File: src/rtl/riff_wav_pcm_header_parser_core_macros.svh
// Assertion macros shared by the WAV header parser RTL.
`ifndef RIFF_WAV_PCM_HEADER_PARSER_CORE_MACROS_SVH
`define RIFF_WAV_PCM_HEADER_PARSER_CORE_MACROS_SVH
`ifndef SYNTH
`define RWP_ASSERT(lbl, clk, rst_n, prop) \
    lbl: assert property (@(posedge clk) disable iff (!rst_n) (prop)) \
        else $error("rwp assertion failed");
`define RWP_NEVER(lbl, clk, rst_n, cond) \
    lbl: assert property (@(posedge clk) disable iff (!rst_n) !(cond)) \
        else $error("rwp forbidden condition seen");
`else
`define RWP_ASSERT(lbl, clk, rst_n, prop)
`define RWP_NEVER(lbl, clk, rst_n, cond)
`endif
`endif

File: src/rtl/rwp_pkg.sv
// Package with types and constants of the WAV header parser.
`default_nettype none
package rwp_pkg;
    localparam int unsigned FMT_WINDOW = 16;
    localparam int unsigned Q_DEPTH = 4;
    localparam int unsigned Q_AW = $clog2(Q_DEPTH);

    localparam logic [31:0] TAG_RIFF = 32'h5249_4646;
    localparam logic [31:0] TAG_WAVE = 32'h5741_5645;
    localparam logic [31:0] TAG_FMT  = 32'h666D_7420;
    localparam logic [31:0] TAG_DATA = 32'h6461_7461;

    localparam logic [2:0] ST_OK       = 3'd0;
    localparam logic [2:0] ST_BAD_HDR  = 3'd1;
    localparam logic [2:0] ST_NO_FMT   = 3'd2;
    localparam logic [2:0] ST_NO_DATA  = 3'd3;
    localparam logic [2:0] ST_TRUNC    = 3'd4;
    localparam logic [2:0] ST_NOT_PCM  = 3'd5;
    localparam logic [2:0] ST_BAD_LAY  = 3'd6;

    typedef enum logic [2:0] {
        PH_HEADER = 3'd0,
        PH_CHUNK  = 3'd1,
        PH_FMT    = 3'd2,
        PH_SKIP   = 3'd3,
        PH_DATA   = 3'd4,
        PH_DONE   = 3'd5
    } t_phase;

    // One classified byte: an optional sample and an optional status.
    typedef struct packed {
        logic        has_sample;
        logic [7:0]  sample;
        logic        has_status;
        logic [2:0]  status;
        logic [1:0]  fmt;
        logic [31:0] rate;
        logic [31:0] len;
    } t_event;
endpackage
`default_nettype wire

File: src/rtl/rwp_front.sv
// Front end: parses file bytes and classifies each into a result event.
`default_nettype none
`include "riff_wav_pcm_header_parser_core_macros.svh"
module rwp_front (
    input  wire logic            i_clk,
    input  wire logic            i_rst_n,
    input  wire logic            i_take,
    input  wire logic [7:0]      i_byte,
    input  wire logic            i_eof,
    output rwp_pkg::t_event      o_event
);
    rwp_pkg::t_phase r_phase, n_phase;
    logic [31:0] r_cnt, n_cnt;
    logic [31:0] r_len, n_len;
    logic [31:0] r_tag, n_tag;
    logic [15:0] r_enc, n_enc;
    logic [15:0] r_chn, n_chn;
    logic [31:0] r_rate, n_rate;
    logic [15:0] r_bits, n_bits;
    logic        r_fmt_seen, n_fmt_seen;
    logic        r_sent, n_sent;

    logic [31:0] len_base, len_full;
    logic [32:0] pad_cur, pad_new, cnt_inc;
    logic [2:0]  fin_st;
    logic [1:0]  fin_fc;
    rwp_pkg::t_event ev;

    // Outcome of a complete data chunk, from the stored format fields.
    always_comb begin
        fin_st = rwp_pkg::ST_BAD_LAY;
        fin_fc = 2'd0;
        if (r_enc != 16'd1) begin
            fin_st = rwp_pkg::ST_NOT_PCM;
        end else if ((r_chn == 16'd1 || r_chn == 16'd2) &&
                     (r_bits == 16'd8 || r_bits == 16'd16)) begin
            fin_st = rwp_pkg::ST_OK;
            fin_fc = {r_chn == 16'd2, r_bits == 16'd16};
        end
    end

    assign len_base = (r_cnt == 32'd0) ? 32'd0 : r_len;
    assign len_full = len_base | {i_byte, 24'd0};
    assign pad_cur  = {1'b0, r_len} + {32'd0, r_len[0]};
    assign pad_new  = {1'b0, len_full} + {32'd0, len_full[0]};
    assign cnt_inc  = {1'b0, r_cnt} + 33'd1;

    // Next state and the event caused by this byte.
    always_comb begin
        n_phase = r_phase; n_cnt = r_cnt; n_len = r_len; n_tag = r_tag;
        n_enc = r_enc; n_chn = r_chn; n_rate = r_rate; n_bits = r_bits;
        n_fmt_seen = r_fmt_seen; n_sent = r_sent;
        ev = '0;
        unique case (r_phase)
            rwp_pkg::PH_HEADER: begin
                n_tag = {r_tag[23:0], i_byte};
                if (r_cnt == 32'd3 && n_tag != rwp_pkg::TAG_RIFF) begin
                    ev.has_status = 1'b1; ev.status = rwp_pkg::ST_BAD_HDR;
                end else if (r_cnt >= 32'd11) begin
                    if (n_tag != rwp_pkg::TAG_WAVE) begin
                        ev.has_status = 1'b1; ev.status = rwp_pkg::ST_BAD_HDR;
                    end else begin
                        n_phase = rwp_pkg::PH_CHUNK;
                        n_cnt = 32'd0;
                    end
                end else begin
                    n_cnt = cnt_inc[31:0];
                end
            end
            rwp_pkg::PH_CHUNK: begin
                n_len = len_base;
                if (r_cnt < 32'd4) begin
                    n_tag = {r_tag[23:0], i_byte};
                    n_cnt = cnt_inc[31:0];
                end else if (r_cnt < 32'd7) begin
                    unique case (r_cnt[1:0])
                        2'd0:    n_len = len_base | {24'd0, i_byte};
                        2'd1:    n_len = len_base | {16'd0, i_byte, 8'd0};
                        default: n_len = len_base | {8'd0, i_byte, 16'd0};
                    endcase
                    n_cnt = cnt_inc[31:0];
                end else begin
                    n_len = len_full;
                    n_cnt = 32'd0;
                    if (r_tag == rwp_pkg::TAG_FMT) begin
                        n_enc = '0; n_chn = '0; n_rate = '0; n_bits = '0;
                        if (pad_new == 33'd0) n_fmt_seen = 1'b1;
                        else n_phase = rwp_pkg::PH_FMT;
                    end else if (r_tag == rwp_pkg::TAG_DATA) begin
                        if (!r_fmt_seen) begin
                            ev.has_status = 1'b1; ev.status = rwp_pkg::ST_NO_FMT;
                            ev.len = len_full;
                        end else if (len_full == 32'd0) begin
                            ev.has_status = 1'b1; ev.status = fin_st;
                            ev.fmt = fin_fc; ev.len = len_full;
                        end else begin
                            n_phase = rwp_pkg::PH_DATA;
                        end
                    end else if (pad_new != 33'd0) begin
                        n_phase = rwp_pkg::PH_SKIP;
                    end
                end
            end
            rwp_pkg::PH_FMT, rwp_pkg::PH_SKIP: begin
                if (r_phase == rwp_pkg::PH_FMT && r_cnt < 32'(rwp_pkg::FMT_WINDOW)) begin
                    unique case (r_cnt[3:0])
                        4'd0:    n_enc[7:0]    = i_byte;
                        4'd1:    n_enc[15:8]   = i_byte;
                        4'd2:    n_chn[7:0]    = i_byte;
                        4'd3:    n_chn[15:8]   = i_byte;
                        4'd4:    n_rate[7:0]   = i_byte;
                        4'd5:    n_rate[15:8]  = i_byte;
                        4'd6:    n_rate[23:16] = i_byte;
                        4'd7:    n_rate[31:24] = i_byte;
                        4'd14:   n_bits[7:0]   = i_byte;
                        4'd15:   n_bits[15:8]  = i_byte;
                        default: n_rate = n_rate;
                    endcase
                end
                if (cnt_inc == pad_cur) begin
                    if (r_phase == rwp_pkg::PH_FMT) n_fmt_seen = 1'b1;
                    n_phase = rwp_pkg::PH_CHUNK;
                    n_cnt = 32'd0;
                end else begin
                    n_cnt = cnt_inc[31:0];
                end
            end
            rwp_pkg::PH_DATA: begin
                ev.has_sample = 1'b1;
                ev.sample = i_byte;
                if (cnt_inc == {1'b0, r_len}) begin
                    ev.has_status = 1'b1; ev.status = fin_st;
                    ev.fmt = fin_fc; ev.len = r_len;
                end else begin
                    n_cnt = cnt_inc[31:0];
                end
            end
            default: begin
                n_phase = r_phase;
            end
        endcase

        if (ev.has_status) begin
            n_sent = 1'b1;
            n_phase = rwp_pkg::PH_DONE;
        end

        // End of file: report if nothing was reported yet, then restart.
        if (i_eof) begin
            if (!n_sent) begin
                ev.has_status = 1'b1;
                ev.fmt = 2'd0;
                if (n_phase == rwp_pkg::PH_HEADER) begin
                    ev.status = rwp_pkg::ST_BAD_HDR; ev.len = '0;
                end else if (n_phase == rwp_pkg::PH_DATA) begin
                    ev.status = rwp_pkg::ST_TRUNC; ev.len = n_len;
                end else begin
                    ev.status = rwp_pkg::ST_NO_DATA; ev.len = '0;
                end
            end
        end
        ev.rate = ev.has_status ? n_rate : 32'd0;

        if (i_eof) begin
            n_phase = rwp_pkg::PH_HEADER;
            n_cnt = '0; n_len = '0; n_tag = '0;
            n_enc = '0; n_chn = '0; n_rate = '0; n_bits = '0;
            n_fmt_seen = 1'b0; n_sent = 1'b0;
        end
    end

    assign o_event = ev;

    // Parser state registers.
    always_ff @(posedge i_clk) begin
        if (!i_rst_n) begin
            r_phase <= rwp_pkg::PH_HEADER;
            r_cnt <= '0; r_len <= '0; r_tag <= '0;
            r_enc <= '0; r_chn <= '0; r_rate <= '0; r_bits <= '0;
            r_fmt_seen <= 1'b0; r_sent <= 1'b0;
        end else if (i_take) begin
            r_phase <= n_phase;
            r_cnt <= n_cnt; r_len <= n_len; r_tag <= n_tag;
            r_enc <= n_enc; r_chn <= n_chn; r_rate <= n_rate; r_bits <= n_bits;
            r_fmt_seen <= n_fmt_seen; r_sent <= n_sent;
        end
    end

    `RWP_ASSERT(a_done_sent, i_clk, i_rst_n, (r_phase == rwp_pkg::PH_DONE) |-> r_sent)
    `RWP_ASSERT(a_eof_restart, i_clk, i_rst_n, (i_take && i_eof) |=> (r_phase == rwp_pkg::PH_HEADER))
endmodule
`default_nettype wire

File: src/rtl/rwp_queue.sv
// Short event queue between the parser front end and the result back end.
`default_nettype none
`include "riff_wav_pcm_header_parser_core_macros.svh"
module rwp_queue (
    input  wire logic            i_clk,
    input  wire logic            i_rst_n,
    input  wire logic            i_wr,
    input  wire rwp_pkg::t_event i_data,
    input  wire logic            i_rd,
    output rwp_pkg::t_event      o_data,
    output logic                 o_full,
    output logic                 o_empty
);
    rwp_pkg::t_event r_mem [rwp_pkg::Q_DEPTH];
    logic [rwp_pkg::Q_AW-1:0] r_wp, r_rp;
    logic [rwp_pkg::Q_AW:0]   r_cnt;
    logic do_wr, do_rd;

    assign o_full  = (r_cnt == (rwp_pkg::Q_AW+1)'(rwp_pkg::Q_DEPTH));
    assign o_empty = (r_cnt == '0);
    assign do_wr   = i_wr && !o_full;
    assign do_rd   = i_rd && !o_empty;
    assign o_data  = r_mem[r_rp];

    // Storage.
    always_ff @(posedge i_clk) begin
        if (do_wr) r_mem[r_wp] <= i_data;
    end

    // Pointers and fill count.
    always_ff @(posedge i_clk) begin
        if (!i_rst_n) begin
            r_wp <= '0; r_rp <= '0; r_cnt <= '0;
        end else begin
            if (do_wr) r_wp <= r_wp + 1'b1;
            if (do_rd) r_rp <= r_rp + 1'b1;
            if (do_wr && !do_rd) r_cnt <= r_cnt + 1'b1;
            else if (do_rd && !do_wr) r_cnt <= r_cnt - 1'b1;
        end
    end

    `RWP_NEVER(a_cnt_range, i_clk, i_rst_n, r_cnt > (rwp_pkg::Q_AW+1)'(rwp_pkg::Q_DEPTH))
endmodule
`default_nettype wire

File: src/rtl/rwp_back.sv
// Back end: unpacks queued events into sample and status results.
`default_nettype none
`include "riff_wav_pcm_header_parser_core_macros.svh"
module rwp_back (
    input  wire logic            i_clk,
    input  wire logic            i_rst_n,
    input  wire rwp_pkg::t_event i_event,
    input  wire logic            i_q_empty,
    output logic                 o_q_rd,
    input  wire logic            i_pop,
    output logic                 o_empty,
    output logic                 o_kind,
    output logic [7:0]           o_sample_byte,
    output logic [2:0]           o_status,
    output logic [1:0]           o_format_code,
    output logic [31:0]          o_sample_rate,
    output logic [31:0]          o_data_length,
    output logic                 o_last
);
    rwp_pkg::t_event r_ev;
    logic r_valid;
    logic load;

    // Take the next event when the held one is gone or fully delivered.
    assign load   = !r_valid || (i_pop && !(r_ev.has_sample && r_ev.has_status));
    assign o_q_rd = load && !i_q_empty;

    always_ff @(posedge i_clk) begin
        if (!i_rst_n) begin
            r_valid <= 1'b0;
        end else if (load) begin
            r_valid <= !i_q_empty;
        end
    end

    always_ff @(posedge i_clk) begin
        if (load) begin
            r_ev <= i_event;
        end else if (i_pop) begin
            r_ev.has_sample <= 1'b0;
        end
    end

    // Result fields: the sample goes first, then the status.
    assign o_empty       = !r_valid;
    assign o_kind        = !r_ev.has_sample;
    assign o_last        = !r_ev.has_sample;
    assign o_sample_byte = r_ev.has_sample ? r_ev.sample : 8'd0;
    assign o_status      = r_ev.has_sample ? 3'd0 : r_ev.status;
    assign o_format_code = r_ev.has_sample ? 2'd0 : r_ev.fmt;
    assign o_sample_rate = r_ev.has_sample ? 32'd0 : r_ev.rate;
    assign o_data_length = r_ev.has_sample ? 32'd0 : r_ev.len;

    `RWP_ASSERT(a_held_nonempty, i_clk, i_rst_n, r_valid |-> (r_ev.has_sample || r_ev.has_status))
endmodule
`default_nettype wire

File: src/rtl/riff_wav_pcm_header_parser_core.sv
// Top level of the RIFF/WAVE PCM header parser.
// Usage:
//   Input channel: drive i_file_byte and i_end_of_file with push; a byte is
//   taken at a clock edge where push is high and full is low. Mark the last
//   byte of each file with i_end_of_file; the parser then restarts.
//   Result channel: while empty is low the oldest result is on the o_ ports;
//   it is taken at an edge where pop is high. Data-chunk bytes come out as
//   sample results (kind 0), and one status result (kind 1, last 1) closes
//   each file.
//   A result passes through the event queue and the result register before it
//   is visible. Throughput: one byte per cycle while full is low; a byte that
//   yields both its last sample and the status gives the sample, then the status.
//   A four-entry event queue sits between parser and result stage, so full
//   rises only once four events wait in the queue behind the result stage.
//   Reset (synchronous, active low) clears the parser and empties the queue.
`default_nettype none
module riff_wav_pcm_header_parser_core (
    input  wire logic        i_clk,
    input  wire logic        i_rst_n,
    input  wire logic        push,
    output logic             full,
    input  wire logic [7:0]  i_file_byte,
    input  wire logic        i_end_of_file,
    output logic             empty,
    input  wire logic        pop,
    output logic             o_kind,
    output logic [7:0]       o_sample_byte,
    output logic [2:0]       o_status,
    output logic [1:0]       o_format_code,
    output logic [31:0]      o_sample_rate,
    output logic [31:0]      o_data_length,
    output logic             o_last
);
    rwp_pkg::t_event fe_ev, q_ev;
    logic take, q_full, q_empty, q_rd;

    assign full = q_full;
    assign take = push && !q_full;

    rwp_front u_front (
        .i_clk   (i_clk),
        .i_rst_n (i_rst_n),
        .i_take  (take),
        .i_byte  (i_file_byte),
        .i_eof   (i_end_of_file),
        .o_event (fe_ev)
    );

    rwp_queue u_queue (
        .i_clk   (i_clk),
        .i_rst_n (i_rst_n),
        .i_wr    (take && (fe_ev.has_sample || fe_ev.has_status)),
        .i_data  (fe_ev),
        .i_rd    (q_rd),
        .o_data  (q_ev),
        .o_full  (q_full),
        .o_empty (q_empty)
    );

    rwp_back u_back (
        .i_clk         (i_clk),
        .i_rst_n       (i_rst_n),
        .i_event       (q_ev),
        .i_q_empty     (q_empty),
        .o_q_rd        (q_rd),
        .i_pop         (pop),
        .o_empty       (empty),
        .o_kind        (o_kind),
        .o_sample_byte (o_sample_byte),
        .o_status      (o_status),
        .o_format_code (o_format_code),
        .o_sample_rate (o_sample_rate),
        .o_data_length (o_data_length),
        .o_last        (o_last)
    );
endmodule
`default_nettype wire

File: config.mk
export PLATFORM = sky130hd
export DESIGN_NAME = riff_wav_pcm_header_parser_core
export DESIGN_NICKNAME = d
export VERILOG_FILES = /design/src/rtl/rwp_pkg.sv /design/src/rtl/rwp_front.sv /design/src/rtl/rwp_queue.sv /design/src/rtl/rwp_back.sv /design/src/rtl/riff_wav_pcm_header_parser_core.sv
export VERILOG_INCLUDE_DIRS = /design/src /design/src/rtl
export SDC_FILE = /design/constraint.sdc
export NUM_CORES = 1
export LEC_CHECK = 0
export BUFFER_PORTS_ARGS = -buffer_cell sky130_fd_sc_hd__buf_2
export CORE_ASPECT_RATIO = 0.8
export CORE_UTILIZATION = 40
export CTS_CLUSTER_SIZE = 14
export DETAILED_ROUTE_END_ITERATION = 10
export SLEW_MARGIN = 20
export SYNTH_ARGS = -nofsm -noshare
export SYNTH_HDL_FRONTEND = slang
export SYNTH_SLANG_ARGS = --single-unit
File: constraint.sdc
create_clock -name i_clk -period 8.7 [get_ports i_clk]
set_input_delay 1.305 -clock i_clk [delete_from_list [all_inputs] [get_ports i_clk]]
set_output_delay 1.305 -clock i_clk [all_outputs]
set_load 0.03 [all_outputs]
Yosys cells after proc, flatten, opt, wreduce, memory -nomap -nowiden
Memories as Yosys holds them, arrays and structs flattened. A register that Yosys moved wholly into a read port is not among the register bits.
Cells that the tools add are included.

cells by class
  bitwise logic cells = 4
  magnitude comparators = 4
  reductions and logical operators = 47
  shift operators = 0
  mux-type cells = 119
  $add $sub $neg = 7
  divide/modulo/power cells = 0
  equality and inequality tests = 45
  multiply operators = 0

operators with widths
  kind                                                                           number
  32-bit 2-to-1 mux                                                              34
  32-bit one-hot mux with 2 select lines                                         4
  16-bit 2-to-1 mux                                                              9
  32-bit one-hot mux with 4 select lines                                         1
  16-bit one-hot mux with 2 select lines                                         3
  8-bit 2-to-1 mux                                                               11
  32-bit by 1-bit adder with 33-bit output                                       2
  32-bit by 31-bit equality test with 1-bit output, second input constant        2
  32-bit zero test                                                               2
  32-bit by 3-bit less-than comparator with 1-bit output, second input constant  2
  32-bit by 31-bit != test with 1-bit output, second input constant              2
  3-bit 2-to-1 mux                                                               21
  6-bit 2-to-1 mux                                                               8
  7-bit AND reduction                                                            6
  32-bit by 1-bit adder with 33-bit output, second input constant                1
  33-bit by 32-bit equality test with 1-bit output                               1
  33-bit equality test                                                           1
  33-bit zero test                                                               1
  33-bit nonzero test                                                            1
  32-bit by 2-bit equality test with 1-bit output, second input constant         1
  32-bit by 4-bit >= comparator with 1-bit output, second input constant         1
  32-bit by 5-bit less-than comparator with 1-bit output, second input constant  1
  32-bit by 16-bit OR with 32-bit output                                         1
  32-bit by 24-bit OR with 32-bit output                                         1
  42 further kinds                                                               109

storage, ports and cells
  ROM bits = 0
  register bits after elaboration = 268
  bits in latches = 0
  output and inout port bits = 81
  memories = 1
  RAM bits = 316

memory list
  memory         words  bits a word  rd ports  clocked after Yosys merged registers in  wr ports  RTL line         text
  u_queue.r_mem  4      79           1         1                                        1         rwp_queue.sv:14  rwp_pkg::t_event r_mem [rwp_pkg::Q_DEPTH];

Longest topological paths before layout
Gate-level depths: netlist of the first run.

  depth in word-level cells = 25
  gate-level depth with buffers = 21

Hierarchy
A second synthesis of the first run with hierarchy kept.

second synthesis, totals
  cell total of the unflattened synthesis = 2166
  area total of the unflattened synthesis = 26840.7 um2

modules (own cells, without submodules)
  module                           cells an instance  seq. area each (um2)  instances  area each (um2)
  rwp_front                        1526               3623.5                1          11961.5
  rwp_queue                        461                9669.3                1          11853.9
  rwp_back                         177                2392.3                1          3004.1
  riff_wav_pcm_header_parser_core  2                  0.0                   1          21.3

Least setup slack after synthesis of the first run
No wires, ideal clock.

  path kind = flip-flop to flip-flop
  from = reg u_front.r_cnt[0]
  to = mem u_queue.r_mem[0][0] (netlist name), enable pin
  stages on the path, launching flop included = 17
  arrival time = 5.130 ns
  period minus slack after synthesis = 5.576 ns
  setup slack = 3.124 ns
  setup time = 0.446 ns
  path through = dfxtp_1 inv_1 ha_1 nor3b_1 nand4_1 or2_2 clkbuf_1 and2_1 inv_1 ha_1 and3b_1 o2111ai_1 o31ai_1 nor2b_1 nor4_4 a21oi_4 and2_1

between the ends
  cells in the longest elaborated chain, start to end = 19

RTL lines
  element                                   RTL line                               text
  from (decl)                               rwp_front.sv:13                        logic [31:0] r_cnt, n_cnt;
  from (signal assigned)                    rwp_front.sv:183                       r_cnt <= n_cnt; r_len <= n_len; r_tag <= n_tag;
  32-bit zero test                          rwp_front.sv:42                        assign len_base = (r_cnt == 32'd0) ? 32'd0 : r_len;
  32-bit 2-to-1 mux                         rwp_front.sv:42
  32-bit OR                                 rwp_front.sv:43                        assign len_full = len_base | {i_byte, 24'd0};
  32-bit zero test                          rwp_front.sv:93                        end else if (len_full == 32'd0) begin
  6-bit 2-to-1 mux                          rwp_front.sv:93
  4-bit 2-to-1 mux                          rwp_front.sv:90                        if (!r_fmt_seen) begin
  6-bit 2-to-1 mux                          rwp_front.sv:89                        end else if (r_tag == rwp_pkg::TAG_DATA) begin
  6-bit 2-to-1 mux                          rwp_front.sv:85                        if (r_tag == rwp_pkg::TAG_FMT) begin
  (+4 left out)                             -
  6-bit 2-to-1 mux                          rwp_front.sv:150                       if (!n_sent) begin
  6-bit 2-to-1 mux *                        rwp_front.sv:149                       if (i_eof) begin
  1-bit logical OR *                        riff_wav_pcm_header_parser_core.sv:52  .i_wr (take && (fe_ev.has_sample || fe_ev.has_status)),
  1-bit logical AND *                       riff_wav_pcm_header_parser_core.sv:52
  1-bit logical AND *                       rwp_queue.sv:21                        assign do_wr = i_wr && !o_full;
  via u_queue.do_wr                         rwp_queue.sv:17                        logic do_wr, do_rd;
  1-bit 2-to-1 mux *                        rwp_queue.sv:27                        if (do_wr) r_mem[r_wp] <= i_data;
  1-bit 2-to-1 mux (not written as such) *  rwp_queue.sv:27
  to (decl)                                 rwp_queue.sv:14

Mark *: on every way through the listed nets, which the timed path passes. The rest lies on a longest branch.

Worst setup path in the final report of the first run
  from = reg u_front.r_cnt[12]
  to = mem u_queue.r_mem[3][14] (netlist name), enable pin

Same word-level chain as after synthesis.

==> results_dict.tcl, run 1 <==
set metrics [dict create \
    firstDrtPassIters 5 \
    design.core.area_sq_um 66200 \
    cp-end-kind "register" \
    fin_tns_setup_ns 0 \
    syn-num-nets 2264 \
    placed_cells 3024 \
    io_pins 94 \
    post-cts-setup-buffers 0 \
    period_share_pct 67.0 \
    n_antenna_cell 0 \
    place_congestion 0.961 \
    dp_hpwl_mm 48.6 \
    syn-cell-area_sq_um 27000 \
    crit_type "reg -> reg" \
    vdd_drop_max_v 0.000187 \
    start_util_pct 40.7 \
    synth_edf_count 395 \
    status "finished, final reports clean" \
    relSlewSlack_pct 22.4 \
    grt_remaining_overflow 0 \
    worstMarginPinSlew_ns 1.16 \
    grt_pass1_vias 17200 \
    cts_tree "done" \
    slew_viol_final 0 \
    clock_path_buffers 3 \
    dieWidth_um 292 \
    min_path_type "reg -> reg" \
    rsz0062_at_grt "no" \
    layout_min_cycle_time_ns 5.83 \
    die-area_sq_um 68500 \
    post-place-ws_ns 2.91 \
    yosys_register_bits 586 \
    clock_latency_ns 0.65 \
    cts_root_buf "clkbuf_16" \
    clock.fmax_mhz 171 \
    die_h_um 234 \
    drt-initial-drc-count 2019 \
    yosysUniqueCellTypes 86 \
    start_kind "register" \
    drive_gt1_share_pct 14.4 \
    nets 2252 \
    viasPerCell 5.89 \
    hold_viol 0 \
    seq_area_frac_synth_pct 58.2 \
    ys_async_sr_fraction_pct 0 \
    fin_worst_skew_ns 0.0380 \
    synthCells 2238 \
    grt_pass1_wl_mm 109 \
    cts_hold_buf 0 \
    clock_sinks 586 \
    leakagePower_nw 10.0 \
    synth_warnings 0 \
    finalSetupViolations 0 \
    crit_required_ns 8.97 \
    holdWs_ns 0.495 \
    crit_arrival_ns 6.10 \
    drc 0 \
    cts-buffers-inserted 60 \
    vias 18500 \
    utilization_pct 45.2 \
    max_cap_violations 0 \
    antenna_found_initial 2 \
    synth_ff_type "edfxtp_1" \
    numPortBuffers 93 \
    syn2layout_area_growth_pct 10.9 \
    htreeDepth 2 \
    antenna_left 0 \
    layout_setup_ws_ns 2.87 \
    clk_pin_slew_ns 0.07 \
    grt_start_max_net_pins 85 \
    post_cts_resized 0 \
    path_max_fanout 45 \
    final_cells 3134 \
    drt_wl_total_mm 72.4 \
    syn_area_per_cell_sq_um 12.1 \
    wire_per_inst_um 23.1 \
    fillCellCount 5946 \
    rows 84 \
    powerDensity_nw_per_um2 253 \
    grt_use_total_pct 20.8 \
]
-- per-layer routing --
layer / wire length, um / track usage (%)
met3: 6650 / 4.77
met4: 1350 / 5.22
met5: 11 / 0
met2: 30300 / 29.1
met1: 34100 / 32.0
-- cells by family (layout without fill, tap and decap cells) --
| logic type | after synthesis | count (layout) | share of synthesized area, % |
|---|---|---|---|
| multiplexers | 136 | 136 | 8.71 |
| flip-flops | 586 | 586 | 58.2 |
| AND/OR/NAND/NOR | 849 | 849 | 16.8 |
| adder cells (fa/ha/maj) | 13 | 13 | 0.631 |
| AO/OA/AOI/OAI | 355 | 355 | 9.18 |
| XOR/XNOR | 87 | 87 | 3.12 |
| buffers and inverters | 212 | 248 | 3.38 |
-- power breakdown --
part           internal [mW]  total, mW  switching [mW]
clock                   1.49       2.57            1.08
combinational          0.548       1.54           0.993
sequential              3.30       3.44           0.141
-- sequential cells by signal, summed over array words and instances (netlist names), 2 cells and up, named ones only --
| register | flops |
|---|---|
| u_front.r_phase | 3 |
| u_queue.r_rp | 2 |
| u_queue.r_wp | 2 |
| u_front.r_rate | 32 |
| u_front.r_cnt | 32 |
| u_queue.r_cnt | 3 |
| u_front.r_len | 32 |
| u_front.r_tag | 32 |
| u_back.r_ev | 79 |
| u_queue.r_mem | 316 |
| u_front.r_bits | 16 |
| u_front.r_enc | 16 |
| u_front.r_chn | 16 |
-- metrics by stage --
step	total power [mW]	area, sq um
after detailed placement	5.08	27900
after floorplan	4.63	27000
after global placement	5.05	27900
after global routing	7.87	29900
after CTS	7.65	29900
final	7.56	29900
-- path summary, 6_finish.rpt --
kind	from	to	slack, ns	cells past startpoint
max reg2reg	u_front.r_cnt[12]$_SDFFE_PN0P_	u_queue.r_mem[3][14]$_DFFE_PP_	2.87	15
min	u_front.r_bits[12]$_SDFFE_PN0P_	u_front.r_bits[12]$_SDFFE_PN0P_	0.50	2
max	u_front.r_cnt[12]$_SDFFE_PN0P_	u_queue.r_mem[3][14]$_DFFE_PP_	2.87	15
min reg2reg	u_front.r_bits[12]$_SDFFE_PN0P_	u_front.r_bits[12]$_SDFFE_PN0P_	0.50	2
-- critical path, stage by stage, from the launching register on --
cell and delay (ns):
dfxtp_1 0.44, nor4_1 0.73, nand4_1 0.26, or2_2 0.42
and2_1 0.19, inv_1 0.06, ha_1 0.13, and3b_1 0.15
o2111ai_1 0.14, o31ai_1 0.65, nor2b_1 0.41, nor4_4 0.05
buf_4 0.27, a21oi_4 0.29, and2_4 0.55, buf_4 0.63
-- placed cells by master (no fill, tap or decap), types with 18 or more instances in the layout --
cell       instances
nor2b_1          101
xnor2_1           61
and3_1            22
a22oi_1          134
nand2_1          106
nor2_1           253
nor3_1            47
a21o_1            18
mux4_2            79
buf_4             22
nand4_1           46
edfxtp_1         395
xor2_1            20
and2_1            31
a21oi_1           39
nand3_1           56
clkbuf_16         60
mux2i_1           57
and4_1            19
buf_2             93
o21ai_0           44
dfxtp_1          189
inv_1             22
nor4_1            49
-- synth_stat cells, types with 17 or more instances --
cell	count	share of area, %
and3_1	22	0.51
o21ai_0	45	0.84
xnor2_1	61	2.0
buf_2	38	0.71
nand2_1	107	1.5
edfxtp_1	395	44
o21ai_1	17	0.32
a21oi_1	39	0.72
nor2_1	253	3.5
and4_1	19	0.62
a21o_1	18	0.50
and2_1	36	0.84
mux4_2	79	6.6
a22oi_1	134	3.7
nand4_1	46	1.1
nor2b_1	101	2.3
nand3_1	56	1.0
nor3_1	47	0.87
clkbuf_1	125	1.7
dfxtp_1	191	14
nor4_1	50	1.2
xor2_1	20	0.65
inv_1	22	0.31
mux2i_1	57	2.1
-- cell type report --
| cell class | instances | area [sq um] | area share [%] |
|---|---|---|---|
| Sequential cell | 586 | 15700 | 52.5 |
| Multi-Input combinational cell | 1440 | 10400 | 34.9 |
| Clock buffer | 74 | 1570 | 5.26 |
| Tap cell | 860 | 1080 | 3.60 |
| Timing Repair Buffer | 115 | 631 | 2.11 |
| Clock inverter | 36 | 408 | 1.36 |
| Inverter | 23 | 88.8 | 0.297 |
No activity file was read; power rests on OpenSTA's default activity.
==> run 2: changes to the inputs <==
--- a/config.mk
+++ b/config.mk
@@ -6,6 +6,7 @@
 export SDC_FILE = /design/constraint.sdc
 export NUM_CORES = 1
 export LEC_CHECK = 0
+export ABC_AREA = 1
 export BUFFER_PORTS_ARGS = -buffer_cell sky130_fd_sc_hd__buf_2
 export CORE_ASPECT_RATIO = 0.8
 export CORE_UTILIZATION = 40
==> constraint.sdc (replaced) <==
create_clock -name i_clk -period 4.74 [get_ports i_clk]
set_input_delay 0.711 -clock i_clk [delete_from_list [all_inputs] [get_ports i_clk]]
set_output_delay 0.711 -clock i_clk [all_outputs]
set_load 0.03 [all_outputs]
==> results_dict.tcl, run 2 <==
set metrics [dict create \
    status "finished, final reports clean" \
    largest_reg_flops 316 \
    yosysTopAreaCellShare_pct 41.0 \
    drt_wl_total_mm 89.9 \
    drc 0 \
    n_antenna_cell 0 \
    grt_remaining_overflow 0 \
    holdWs_ns 0.417 \
    synthTopCellsByArea "edfxtp_1, dfxtp_1, nand2_1" \
    syn-cell-area_sq_um 28900 \
    min_path_type "in -> reg" \
    layout_min_cycle_time_ns 4.30 \
    r2r_cells 24 \
    layout_setup_ws_ns 0.440 \
    grt_use_total_pct 23.9 \
    clock_path_buffers 3 \
    vias 24400 \
    design.core.area_sq_um 71000 \
    synth_warnings 0 \
    dp_hpwl_mm 61.5 \
    power_mw 15.1 \
    io_pins 94 \
    utilization_pct 45.7 \
    fin_tns_setup_ns 0 \
    path_cells "inv_2 > ha_1 > nand2_2 > nor2_2 > nand2_4 > nor2_8 > nor2_1 > ha_1 > inv_1 > nor2_2 > inv_1 > nor2_2 > nand3_1 > nor2_1 > o21ai_0 > nand3_1 > nor2_1 > nand2_1 > o21bai_1 > nand2_1 > nand3_2 > nor2_4 > nand4_1 > nand2_1" \
    cts_root_buf "clkbuf_16" \
    drive_gt1_share_pct 9.63 \
    layout_commonest_cell "nand2_1" \
    crit_required_ns 5.22 \
    syn2layout_area_growth_pct 12.2 \
    fin_worst_skew_ns 0.0430 \
    path_delay_family "simple AND/OR/NAND/NOR gates" \
    top_register "u_queue.r_mem" \
    viasPerCell 5.44 \
    synthCells 3450 \
    worstMarginPinSlew_ns 0.994 \
    period_share_pct 90.7 \
    syn_area_per_cell_sq_um 8.39 \
    yosys_register_bits 586 \
    relSlewSlack_pct 33.7 \
    hold_viol 0 \
    firstDrtPassIters 6 \
    multiInputGateArea_sq_um 11100 \
    grt_pass1_vias 21400 \
    place_congestion 1.03 \
    holdPathStages 3 \
    fillCellCount 7002 \
    reg2reg_slack_ns 0.44 \
    crit_buf_inv 3 \
    dieWidth_um 303 \
    largestRegisters "u_queue.r_mem x316, u_back.r_ev x79" \
    max_cap_violations 0 \
    post-place-ws_ns 0.173 \
    yosys.area.top_type "edfxtp_1" \
    ys_async_sr_fraction_pct 0 \
    finalSetupViolations 0 \
    cts_hold_buf 0 \
    path_max_fanout 17 \
    synth_edf_count 395 \
    clock.fmax_mhz 233 \
    die_h_um 243 \
    drt-initial-drc-count 2639 \
    syn-num-nets 3476 \
    wire_per_inst_um 20.1 \
    numPortBuffers 93 \
    cp_slowest_stage_delay_ns 0.60 \
    dpl_cell_area_sq_um 30400 \
    cts-buffers-inserted 58 \
    htreeDepth 2 \
    finalInstanceArea_sq_um 32500 \
    grt_pass1_wl_mm 134 \
    leakagePower_nw 12.4 \
    clock_sinks 586 \
    antenna_left 0 \
    synth_ff_type "edfxtp_1" \
    rows 87 \
    rsz0062_at_grt "no" \
    start_kind "register" \
    cp-end-kind "register" \
    seq_area_frac_synth_pct 54.2 \
    final_cell_mix "nand2_1, nor2_1, edfxtp_1" \
    nets 3521 \
    powerDensity_nw_per_um2 466 \
    die-area_sq_um 73400 \
    slew_viol_final 0 \
    vdd_drop_max_v 0.000303 \
    start_util_pct 40.8 \
    synthTopCellsByCount "nand2_1, nor2_1, edfxtp_1" \
    regArea_sq_um 15700 \
    placed_cells 4366 \
    worstSetupPathDepth 24 \
    clk_pin_slew_ns 0.07 \
    final_cells 4476 \
    antenna_found_initial 2 \
    yosysUniqueCellTypes 56 \
    yosys.cell_count.top_type "nand2_1" \
    cts_tree "done" \
    crit_path_top_delay_cell "nor2_4" \
    grt_start_max_net_pins 112 \
    crit_arrival_ns 4.78 \
    crit_type "reg -> reg" \
    clock_latency_ns 0.66 \
]
==> run 2: cell types whose count changed after synthesis, sizes merged, moves of 50 or more <==
cell	delta
mux2i	-57
xnor2	-50
o21ai	+245
nor2	+265
a22oi	-133
inv	+346
a21oi	+185
nand3	+92
o22ai	+97
mux4	-79
nand2	+629
nor2b	-101
==> run 2: tightest hold or removal path, delay by kind of cell <==
kind	cells	cell delay, ns
compound gates	1	0.05
buf+inv	1	0.14
simple gates	1	0.09
==> run 2: cell families (layout without fill, tap and decap cells) <==
| family | after synthesis | in the layout | synth area share (%) |
|---|---|---|---|
| DFF | 586 | 586 | 54.2 |
| and+or+nand+nor | 1556 | 1557 | 23.0 |
| xor gates and xnor gates | 49 | 49 | 1.58 |
| adders and majority gates | 13 | 13 | 0.588 |
| buffers and inverters | 551 | 642 | 7.60 |
| AOI/OAI and AO/OA | 695 | 695 | 13.0 |
==> run 2: final cells by class <==
cell class | instances | share of cell area, %
Sequential cell | 586 | 48.3
Clock inverter | 31 | 1.36
Inverter | 376 | 4.37
Clock buffer | 76 | 4.84
Timing Repair Buffer | 159 | 3.24
Tap cell | 934 | 3.60
Multi-Input combinational cell | 2314 | 34.3
==> run 2: per-layer routing <==
| metal | up-vias | track usage (%) | wire (um) | share of wire [%] |
|---|---|---|---|---|
| met2 | 1059 | 30.5 | 34100 | 38 |
| met4 | 2 | 4.82 | 1660 | 1.8 |
| li1 | 11700 | - | - | - |
| met1 | 11500 | 39.8 | 44800 | 50 |
| met3 | 127 | 5.22 | 9310 | 10 |
| met5 | - | 0 | 17 | 0.019 |
==> run 2: worst paths after layout <==
path                             startpoint                              to
max           u_front.r_cnt[0]$_SDFFE_PN0P_  u_queue.r_mem[1][31]$_DFFE_PP_
min                          i_file_byte[7]   u_front.r_tag[7]$_SDFFE_PN0P_
max reg2reg   u_front.r_cnt[0]$_SDFFE_PN0P_  u_queue.r_mem[1][31]$_DFFE_PP_
min reg2reg  u_front.r_tag[30]$_SDFFE_PN0P_  u_front.r_tag[30]$_SDFFE_PN0P_
==> run 2: where the power goes <==
group	leakage [nW]	switching, mW	internal, mW	total, mW
logic	6.06	2.81	0.967	3.78
registers	5.32	0.259	6.19	6.45
clock network	0.984	2.03	2.88	4.91
==> run 2: timing repair <==
action	in CTS	in global routing
resized for setup	0	4
buffers inserted	0	2
endpoints found under the setup margin	0	141
